[config.mk]
export PLATFORM = sky130hd
export DESIGN_NAME = size_class_bitmap_allocator_core
export DESIGN_NICKNAME = d
export VERILOG_FILES = /design/src/rtl/core/scba_pkg.sv /design/src/rtl/core/scba_ctrl.sv /design/src/rtl/core/scba_dpath.sv /design/src/rtl/core/size_class_bitmap_allocator_core.sv
export SDC_FILE = /design/constraint.sdc
export NUM_CORES = 2
export LEC_CHECK = 0
export ABC_AREA = 1
export BUFFER_PORTS_ARGS = -buffer_cell sky130_fd_sc_hd__clkbuf_2
export CAP_MARGIN = 10
export CORE_MARGIN = 2
export CORE_UTILIZATION = 60
export DETAILED_ROUTE_END_ITERATION = 10
export PLACE_DENSITY = 0.73
export REMOVE_ABC_BUFFERS = 1
export SYNTH_ARGS = -nofsm -noshare
export SYNTH_HDL_FRONTEND = slang
export SYNTH_SLANG_ARGS = --single-unit
[constraint.sdc]
create_clock -name clk -period 14.4 [get_ports clk]
set_input_delay 3.6 -clock clk [delete_from_list [all_inputs] [get_ports clk]]
set_output_delay 3.6 -clock clk [all_outputs]
set_load 0.01 [all_outputs]
[src/rtl/core/scba_pkg.sv]
// ----------------------------------------------------------------------------
// scba_pkg
// Shared types and constants for the size-class bitmap allocator core:
// request and response beats, status codes, controller states and the
// command/status bundles between controller and datapath.
// ----------------------------------------------------------------------------
package scba_pkg;

	// Geometry of the allocator.
	localparam int NUM_CLASSES      = 16;
	localparam int SLOTS_PER_CLASS  = 64;
	localparam int MIN_ELEMENT_LOG2 = 4;

	// Fixed field widths of the beats.
	localparam int REQ_BYTES_W = 20;
	localparam int SLOT_W      = 6;
	localparam int SCLASS_W    = 4;
	localparam int STATUS_W    = 3;

	// Internal class number: wide enough for the bit length of a request.
	localparam int CLS_W       = $clog2(REQ_BYTES_W + 1);
	localparam int CLS_IDX_W   = (NUM_CLASSES > 1) ? $clog2(NUM_CLASSES) : 1;
	localparam int SLOT_IDX_W  = $clog2(SLOTS_PER_CLASS);

	// Request operation codes.
	localparam logic OP_ALLOC = 1'b0;
	localparam logic OP_FREE  = 1'b1;

	// Response status codes.
	typedef enum logic [STATUS_W-1:0] {
		ST_OK     = 3'd0,
		ST_ZERO   = 3'd1,
		ST_BIG    = 3'd2,
		ST_FULL   = 3'd3,
		ST_DOUBLE = 3'd4
	} status_e_t;

	// Request beat.
	typedef struct packed {
		logic                   op;
		logic [REQ_BYTES_W-1:0] request_bytes;
		logic [SLOT_W-1:0]      free_slot;
	} req_t;

	// Response beat.
	typedef struct packed {
		logic [STATUS_W-1:0] status;
		logic [SCLASS_W-1:0] size_class;
		logic [SLOT_W-1:0]   slot;
	} rsp_t;

	// Controller states.
	typedef enum logic {
		S_IDLE,
		S_EXEC
	} state_t;

	// Commands from controller to datapath.
	typedef struct packed {
		logic load;
		logic commit;
	} cmd_t;

	// Status from datapath to controller.
	typedef struct packed {
		logic out_blocked;
	} stat_t;

endpackage

[src/rtl/core/scba_ctrl.sv]
// ----------------------------------------------------------------------------
// scba_ctrl
// Controller for the allocator: takes a request beat when idle, then commits
// it to the datapath once the response register can accept a new beat.
// ----------------------------------------------------------------------------
module scba_ctrl (
	input  logic          clk,
	input  logic          arst_n,
	input  logic          req_valid,
	output logic          req_stall,
	input  scba_pkg::stat_t stat,
	output scba_pkg::cmd_t  cmd
);
	import scba_pkg::*;

	state_t state_q;
	state_t state_d;

	// State register.
	always_ff @(posedge clk or negedge arst_n) begin
		if (!arst_n) begin
			state_q <= S_IDLE;
		end else begin
			state_q <= state_d;
		end
	end

	// Next state.
	always_comb begin
		state_d = state_q;
		unique case (state_q)
			S_IDLE: begin
				if (req_valid) begin
					state_d = S_EXEC;
				end
			end
			S_EXEC: begin
				if (!stat.out_blocked) begin
					state_d = S_IDLE;
				end
			end
			default: begin
				state_d = S_IDLE;
			end
		endcase
	end

	// Outputs.
	always_comb begin
		req_stall  = 1'b1;
		cmd.load   = 1'b0;
		cmd.commit = 1'b0;
		unique case (state_q)
			S_IDLE: begin
				req_stall = 1'b0;
				cmd.load  = req_valid;
			end
			S_EXEC: begin
				cmd.commit = !stat.out_blocked;
			end
			default: begin
				req_stall = 1'b1;
			end
		endcase
	end

endmodule

[src/rtl/core/scba_dpath.sv]
// ----------------------------------------------------------------------------
// scba_dpath
// Datapath for the allocator: decodes the size class of a request, holds the
// per-class occupancy bitmaps, finds the lowest free slot, and keeps the
// response register.
// ----------------------------------------------------------------------------
module scba_dpath (
	input  logic           clk,
	input  logic           arst_n,
	input  scba_pkg::req_t req,
	input  scba_pkg::cmd_t cmd,
	output scba_pkg::stat_t stat,
	output logic           rsp_valid,
	input  logic           rsp_stall,
	output scba_pkg::rsp_t rsp
);
	import scba_pkg::*;

	localparam logic [CLS_W-1:0] MIN_LOG2_C    = CLS_W'(MIN_ELEMENT_LOG2);
	localparam logic [CLS_W:0]   NUM_CLASSES_C = (CLS_W + 1)'(NUM_CLASSES);
	localparam logic [SLOT_W:0]  SLOTS_C       = (SLOT_W + 1)'(SLOTS_PER_CLASS);

	// Number of significant bits in a value.
	function automatic logic [CLS_W-1:0] bit_len(input logic [REQ_BYTES_W-1:0] v);
		logic [CLS_W-1:0] n;
		n = '0;
		for (int i = 0; i < REQ_BYTES_W; i++) begin
			if (v[i]) begin
				n = CLS_W'(i + 1);
			end
		end
		return n;
	endfunction

	logic [SLOTS_PER_CLASS-1:0] map_q [NUM_CLASSES];

	logic                   op_q;
	logic [SLOT_W-1:0]      fslot_q;
	logic [CLS_W-1:0]       cls_q;
	logic                   zero_q;
	logic                   big_q;

	logic [REQ_BYTES_W-1:0] bytes_m1;
	logic [CLS_W-1:0]       blen;
	logic [CLS_W-1:0]       cls_d;

	logic [CLS_IDX_W-1:0]       idx;
	logic [SLOTS_PER_CLASS-1:0] entry;
	logic [SLOTS_PER_CLASS-1:0] free_bits;
	logic [SLOT_IDX_W-1:0]      alloc_idx;
	logic [SLOT_IDX_W-1:0]      fslot_idx;
	logic                       fslot_ok;
	logic                       fslot_used;
	logic                       map_we;
	logic [SLOTS_PER_CLASS-1:0] map_wdata;
	rsp_t                       rsp_d;
	logic                       rsp_valid_q;
	rsp_t                       rsp_q;

	// Size class decode at acceptance.
	always_comb begin
		bytes_m1 = req.request_bytes - REQ_BYTES_W'(1);
		blen     = bit_len(bytes_m1);
		cls_d    = (blen > MIN_LOG2_C) ? (blen - MIN_LOG2_C) : '0;
	end

	// Request registers.
	always_ff @(posedge clk) begin
		if (cmd.load) begin
			op_q    <= req.op;
			fslot_q <= req.free_slot;
			cls_q   <= cls_d;
			zero_q  <= (req.request_bytes == '0);
			big_q   <= ({1'b0, cls_d} >= NUM_CLASSES_C);
		end
	end

	// Bitmap lookup and lowest free slot search.
	always_comb begin
		idx       = cls_q[CLS_IDX_W-1:0];
		entry     = map_q[idx];
		free_bits = ~entry;
		alloc_idx = '0;
		for (int i = SLOTS_PER_CLASS - 1; i >= 0; i--) begin
			if (free_bits[i]) begin
				alloc_idx = SLOT_IDX_W'(i);
			end
		end
		fslot_ok   = ({1'b0, fslot_q} < SLOTS_C);
		fslot_idx  = fslot_q[SLOT_IDX_W-1:0];
		fslot_used = fslot_ok && entry[fslot_idx];
	end

	// Response and bitmap update.
	always_comb begin
		rsp_d.status     = ST_OK;
		rsp_d.size_class = cls_q[SCLASS_W-1:0];
		rsp_d.slot       = '0;
		map_we           = 1'b0;
		map_wdata        = entry;
		if (zero_q) begin
			rsp_d.status     = ST_ZERO;
			rsp_d.size_class = '0;
		end else if (big_q) begin
			rsp_d.status     = ST_BIG;
			rsp_d.size_class = '0;
		end else if (op_q == OP_ALLOC) begin
			if (free_bits == '0) begin
				rsp_d.status = ST_FULL;
			end else begin
				rsp_d.slot           = SLOT_W'(alloc_idx);
				map_we               = 1'b1;
				map_wdata[alloc_idx] = 1'b1;
			end
		end else begin
			rsp_d.slot = fslot_q;
			if (!fslot_used) begin
				rsp_d.status = ST_DOUBLE;
			end else begin
				map_we               = 1'b1;
				map_wdata[fslot_idx] = 1'b0;
			end
		end
	end

	// Occupancy bitmaps, all slots free after reset.
	always_ff @(posedge clk or negedge arst_n) begin
		if (!arst_n) begin
			for (int c = 0; c < NUM_CLASSES; c++) begin
				map_q[c] <= '0;
			end
		end else if (cmd.commit && map_we) begin
			map_q[idx] <= map_wdata;
		end
	end

	// Response register: valid flag.
	always_ff @(posedge clk or negedge arst_n) begin
		if (!arst_n) begin
			rsp_valid_q <= 1'b0;
		end else if (cmd.commit) begin
			rsp_valid_q <= 1'b1;
		end else if (!rsp_stall) begin
			rsp_valid_q <= 1'b0;
		end
	end

	// Response register: payload.
	always_ff @(posedge clk) begin
		if (cmd.commit) begin
			rsp_q <= rsp_d;
		end
	end

	assign stat.out_blocked = rsp_valid_q && rsp_stall;
	assign rsp_valid        = rsp_valid_q;
	assign rsp              = rsp_q;

endmodule

[src/rtl/core/size_class_bitmap_allocator_core.sv]
// ----------------------------------------------------------------------------
// size_class_bitmap_allocator_core
// Sequencing: the edge that accepts a request loads the request registers;
// the execute step then looks up the bitmaps and loads the response register.
// No new request is taken until the execute step is done, and a stalled
// response holds back the execute step. A request may be accepted while the
// previous response still waits.
// Reset: asynchronous; all occupancy bitmaps are cleared at once, no sweep.
// ----------------------------------------------------------------------------
module size_class_bitmap_allocator_core (
	input  logic           clk,
	input  logic           arst_n,
	input  logic           req_valid,
	output logic           req_stall,
	input  scba_pkg::req_t req,
	output logic           rsp_valid,
	input  logic           rsp_stall,
	output scba_pkg::rsp_t rsp
);
	import scba_pkg::*;

	cmd_t  cmd;
	stat_t stat;

	// Sequencing of each request.
	scba_ctrl u_ctrl (
		.clk       (clk),
		.arst_n    (arst_n),
		.req_valid (req_valid),
		.req_stall (req_stall),
		.stat      (stat),
		.cmd       (cmd)
	);

	// Class decode, bitmaps and response register.
	scba_dpath u_dpath (
		.clk       (clk),
		.arst_n    (arst_n),
		.req       (req),
		.cmd       (cmd),
		.stat      (stat),
		.rsp_valid (rsp_valid),
		.rsp_stall (rsp_stall),
		.rsp       (rsp)
	);

endmodule

---- Word-level counts from Yosys, hierarchy flattened ----
Index checks and enable logic that the tools add are counted.
storage, ports and cells
  register bits ........................... 1052
  bits of input ports ..................... 31
  logic and storage cells ................. 174
operators by class
  multiplexer cells ....................... 121
  bitwise operators ....................... 6
  $lt $le $gt $ge ......................... 8
  reduce and logical (&&, ||, !) cells .... 9
  equal/unequal tests ..................... 1
  $add $sub $neg .......................... 2
operators by type and width
  cell                                                                                  count
  1024-bit bitwise mux                                                                  1
  64-bit 2-to-1 mux                                                                     8
  6-bit 2-to-1 mux                                                                      66
  64-bit binary-select mux with 4-bit select                                            1
  64-bit demux with 4-bit select                                                        1
  64-bit NOT                                                                            2
  5-bit 2-to-1 mux                                                                      20
  64-bit AND                                                                            1
  64-bit zero test                                                                      1
  64-bit OR                                                                             1
  20-bit zero test                                                                      1
  20-bit by 1-bit subtractor with 20-bit output (second input constant)                 1
  1-bit 2-to-1 mux                                                                      16
  6-bit by 7-bit less-than comparator with 1-bit output (second input constant)         2
  1-bit demux with 6-bit select                                                         2
  6-bit by 1-bit greater-or-equal comparator with 1-bit output (second input constant)  2
  5-bit greater-or-equal comparator (second input constant)                             2
  1-bit binary-select mux with 6-bit select                                             1
  3-bit 2-to-1 mux                                                                      2
  5-bit by 3-bit > comparator with 1-bit output (second input constant)                 1
  1-bit logical AND                                                                     5
  5-bit by 1-bit less-than comparator with 1-bit output (second input constant)         1
  4-bit NOT with 5-bit output                                                           1
  5-bit by 3-bit subtractor with 5-bit output (second input constant)                   1
  other kinds (6)                                                                       7

---- Longest topological paths before layout ----
  depth after elaboration ................. 79
  depth in mapped cells ................... 79
  depth with buffers taken out ............ 76

---- Cells and area by module ----
A second synthesis with hierarchy kept.
second synthesis, totals
  cell total of the unflattened synthesis .. 6251
  area, all modules ....................... 50070.5 um^2
modules (own cells, without submodules)
  module      times used  cells each  area an instance (um^2)  sequential area each (um^2)
  scba_dpath  1           6244        50020.5                  26430.3
  scba_ctrl   1           7           50.0                     25.0

---- Worst setup path after synthesis ----
Ideal clock, no wire load.
  path kind ............................... input-to-reg
  from .................................... input port req[9] (netlist name)
  to ...................................... register u_dpath.big_q (data pin)
  library setup time ...................... 146 ps
  required time ........................... 14254 ps
  cell stages on the path ................. 21
  slack ................................... 8009 ps
  buffers on the path ..................... 0
  data arrival time ....................... 6245 ps
  path through ............................ nor2_1 > nand2_1 > nor4_1 > nand3_1 > nor2_1 > inv_1 > nor2_1 > nand3_1 > nor2_1 > inv_1 > or2_2 > xor2_1 > inv_1 > nand2_1 > nor2_1 > nand2_1 > inv_1 > nand2_1 > ha_1 > or2_2 > a21oi_1
on the way
  word-level cells in the longest chain between the ends .. 21
RTL lines
  what                                                                                                          line                                    source
  from (decl)                                                                                                   size_class_bitmap_allocator_core.sv:15  input scba_pkg::req_t req,
  20-bit by 1-bit subtractor with 20-bit output (*)                                                             scba_dpath.sv:62                        bytes_m1 = req.request_bytes - REQ_BYTES_W'(1);
  5-bit 2-to-1 mux (16 in a row)                                                                                scba_dpath.sv:28                        if (v[i]) begin
  5-bit 2-to-1 mux (*)                                                                                          scba_dpath.sv:28
  5-bit by 3-bit subtractor with 5-bit output or 5-bit by 3-bit > comparator with 1-bit output (tied branches)  scba_dpath.sv:64                        cls_d = (blen > MIN_LOG2_C) ? (blen - MIN_LOG2_C) : '0;
  5-bit 2-to-1 mux (*)                                                                                          scba_dpath.sv:64
  5-bit greater-or-equal comparator (*)                                                                         scba_dpath.sv:74                        big_q <= ({1'b0, cls_d} >= NUM_CLASSES_C);
  to (signal assigned)                                                                                          scba_dpath.sv:74
  to (decl)                                                                                                     scba_dpath.sv:41                        logic big_q;
Every way passes the cells marked *; elsewhere a longest branch is shown, timed or not.
A chain may end at the register's enable or synchronous reset.

---- Worst setup path in the final report ----
  from .................................... register u_dpath.cls_q[1]
  to ...................................... register u_dpath.map_q[673] (netlist name)
on the way
  word-level cells in the longest chain between the ends .. 79
RTL lines
  what                                                                                                                                                         line                                 source
  from (decl)                                                                                                                                                  scba_dpath.sv:39                     logic [CLS_W-1:0] cls_q;
  from (signal assigned)                                                                                                                                       scba_dpath.sv:72                     cls_q <= cls_d;
  4-bit NOT with 5-bit output (implied by the code) (*)                                                                                                        scba_dpath.sv:81, scba_dpath.sv:133
  64-bit binary-select mux with 4-bit select                                                                                                                   scba_dpath.sv:81                     entry = map_q[idx];
  64-bit 2-to-1 mux (implied by the code) (2 in a row)                                                                                                         scba_dpath.sv:81
  64-bit NOT                                                                                                                                                   scba_dpath.sv:82                     free_bits = ~entry;
  6-bit 2-to-1 mux (64 in a row)                                                                                                                               scba_dpath.sv:85                     if (free_bits[i]) begin
  6-bit by 7-bit less-than comparator with 1-bit output (implied by the code) or 6-bit by 1-bit greater-or-equal comparator with 1-bit output (tied branches)  scba_dpath.sv:113                    map_wdata[alloc_idx] = 1'b1;
  1-bit logical AND (implied by the code)                                                                                                                      scba_dpath.sv:113
  1-bit 2-to-1 mux (implied by the code)                                                                                                                       scba_dpath.sv:113
  1-bit demux with 6-bit select                                                                                                                                -
  64-bit OR (no source line)                                                                                                                                   -
  64-bit 2-to-1 mux                                                                                                                                            scba_dpath.sv:108                    if (free_bits == '0) begin
  64-bit 2-to-1 mux                                                                                                                                            scba_dpath.sv:107                    end else if (op_q == OP_ALLOC) begin
  64-bit 2-to-1 mux                                                                                                                                            scba_dpath.sv:104                    end else if (big_q) begin
  64-bit 2-to-1 mux                                                                                                                                            scba_dpath.sv:101                    if (zero_q) begin
  1024-bit bitwise mux                                                                                                                                         scba_dpath.sv:133                    map_q[idx] <= map_wdata;
  to (signal, indexed assignment)                                                                                                                              scba_dpath.sv:133
  to (decl)                                                                                                                                                    scba_dpath.sv:35                     logic [SLOTS_PER_CLASS-1:0] map_q [NUM_CLASSES];
Every way passes the cells marked *; elsewhere a longest branch is shown, timed or not. The select of a mux whose other input is x is not followed.

==> impl_metrics.tcl <==
set metrics [dict create \
    worstHoldPathType "reg -> reg" \
    numCtsBuffers 109 \
    clk_latency_ns 0.71 \
    gr-total-overflow 0 \
    yosys_warnings 0 \
    wirelength_um 179000 \
    synth_edf_count 26 \
    grt_pass1_wl_um 271000 \
    period_share_pct 64.5 \
    die_w_um 293 \
    netlist.top_cell.by_area "dfrtp_1" \
    synth-seq-cells 1052 \
    clock-sinks 1052 \
    synth_area_um2 50100 \
    drc 0 \
    grt_setup_unrepaired "false" \
    antenna_found_initial 3 \
    cts_root_buf "clkbuf_16" \
    postCtsSetupBuffers 0 \
    fin_crit_ns 9.28 \
    drv_cap 0 \
    ir_drop_uv 120 \
    setup_tns_ns 0 \
    clk_pin_slew_ns 0.06 \
    port_buffers 45 \
    fin_cells 7235 \
    synthFlopType "dfrtp_1" \
    final.setup_skew_ns 0.0275 \
    nFillCells 6981 \
    syn2layout_area_growth_pct 7.26 \
    synth_cell_types 44 \
    synthTopCellsByCount "nand2_1 (3492), dfrtp_1 (1026), a22oi_1 (477)" \
    cts_buffer_depth 3 \
    cp_max_fo 63 \
    yosysMostFrequentCell "nand2_1" \
    initial_core_util_pct 60.3 \
    dr_total_vias 45700 \
    crit_path_start "u_dpath.cls_q[1]" \
    relSlewSlack_pct 15.2 \
    place_hpwl_um 93000 \
    min_from "u_dpath.map_q[958]" \
    crit_type "reg -> reg" \
    wl_per_cell_um 24.8 \
    tritoncts "yes" \
    place_area_um2 50000 \
    cts_hold_buf 0 \
    syn_area_per_cell_um2 8.02 \
    firstDrtPassIters 6 \
    grt_start_max_net_pins 181 \
    ctsResizeCount 0 \
    maxSlewViolCount 0 \
    htree_levels 3 \
    ys_seq_area_share_pct 52.8 \
    num-nets-final 6100 \
    final_area_um2 53800 \
    coreArea_um2 83200 \
    gp_congestion 1.00 \
    outcome "finished clean" \
    worstPathRequired_ns 14.98 \
    grt_usage_pct 41.6 \
    power_density_nw_per_um2 126 \
    dieArea_um2 85900 \
    synth_top_area_share_pct 51.2 \
    max_freq_mhz 108 \
    die_height_um 293 \
    p_leak_uw 0.0284 \
    dp.cells 7033 \
    drive_gt1_share_pct 6.66 \
    whs_ns 0.480 \
    avgViaCountPerCell 6.32 \
    hold_viol_final 0 \
    ioPinCount 46 \
    finalSetupViolations 0 \
    synthArstFlopShare_pct 97.5 \
    grt_pass1_vias 43500 \
    drt_iter0_drc 6601 \
    arrival_ns 9.87 \
    worst_pin_slew_ns 1.27 \
    syn_inst 6254 \
    cp-start-kind "flip-flop" \
    end_kind "flip-flop" \
    rows 106 \
    ys_top_cells_by_area "dfrtp_1 (51%), nand2_1 (26%), a22oi_1 (7.1%)" \
    drtAntennaViolNets 0 \
    timing.rr.start "u_dpath.cls_q[1]" \
]
report_power, final:
group	switching, uW	internal, uW
clock	1220	1780
combinational	614	99.3
sequential	26.9	3010
registers in the layout (all words and copies together), names as in the netlist, 4 cells and up:
signal / cells
u_dpath.map_q: 1024
u_dpath.rsp: 13
u_dpath.fslot_idx: 6
u_dpath.cls_q: 4
through the flow:
stage          worst slack, ns  util (%)  power (uW)
2_1_floorplan            -3.10         -        3400
3_3_place_gp              5.59      60.1        3770
3_5_place_dp              5.57      60.1        3780
4_1_cts                   5.53      64.7        6730
5_1_grt                   4.63      64.7        6900
6_report                  5.12      64.7        6760
metal layers:
layer | global-route usage [%] | vias to the layer above | share of wire, %
li1 | - | 19800 | -
met1 | 56.5 | 22000 | 38
met2 | 63.2 | 3223 | 44
met3 | 9.24 | 697 | 12
met4 | 21.3 | 4 | 5.8
met5 | 0 | - | 0.020
cells in the final DEF, fill, tap and decap left out, types with 45 or more instances in the layout:
cell | netlist | layout
a21oi_1 | 169 | 169
nand2_1 | 3492 | 3490
o31ai_1 | 67 | 67
nand2_2 | 43 | 45
inv_1 | 90 | 90
nand4_1 | 57 | 57
a22oi_1 | 477 | 477
nor2_1 | 115 | 100
dfrtp_1 | 1026 | 1026
buf_4 | 71 | 75
clkbuf_16 | 0 | 109
cell families after synthesis:
kind of cell | after synthesis | synth area share [%]
and+or+nand+nor | 3833 | 29.9
DFF | 1052 | 52.8
AOI/OAI and AO/OA | 809 | 11.0
buffers and inverters | 543 | 6.03
xor gates and xnor gates | 12 | 0.210
adders and majority gates | 5 | 0.125
critical path, stage by stage (launching register included):
cell,delay (ns)
edfxtp_1,0.73
inv_1,0.44
nor2_4,0.86
buf_4,0.77
buf_4,0.69
a22oi_1,0.15
a21oi_1,0.28
or4_1,0.36
o22ai_1,0.13
nor4_1,0.53
o22ai_1,0.17
a221oi_1,0.28
nand2_2,0.16
nand2_1,0.12
nand4_1,0.34
nor2_1,0.21
inv_1,0.19
nor2_4,0.83
buf_4,0.75
inv_4,0.62
nand2_1,0.25
nand2_1,0.08
path summary, 6_finish.rpt:
path                                       to  slack [ns]  depth (start not counted)
max reg2reg                u_dpath.map_q[673]        5.12                         21
min                        u_dpath.map_q[958]        0.48                          2
min in group asynchronous  u_dpath.map_q[812]        2.89                          1
min reg2reg                u_dpath.map_q[958]        0.48                          2
max in group asynchronous  u_dpath.map_q[719]        8.67                          4
max                        u_dpath.map_q[673]        5.12                         21
area by class of cell:
class / instances / area [um2] / share of cell area [%]
Sequential cell: 1052 / 26500 / 49.2
Multi-Input combinational cell: 4659 / 20800 / 38.7
Clock buffer: 162 / 3200 / 5.94
Tap cell: 1080 / 1350 / 2.51
Timing Repair Buffer: 126 / 918 / 1.71
Clock inverter: 39 / 588 / 1.09
Inverter: 116 / 477 / 0.886
Antenna cell: 1 / 2.50 / 0.00465
Note: power is estimated with default switching activity, not from simulation.
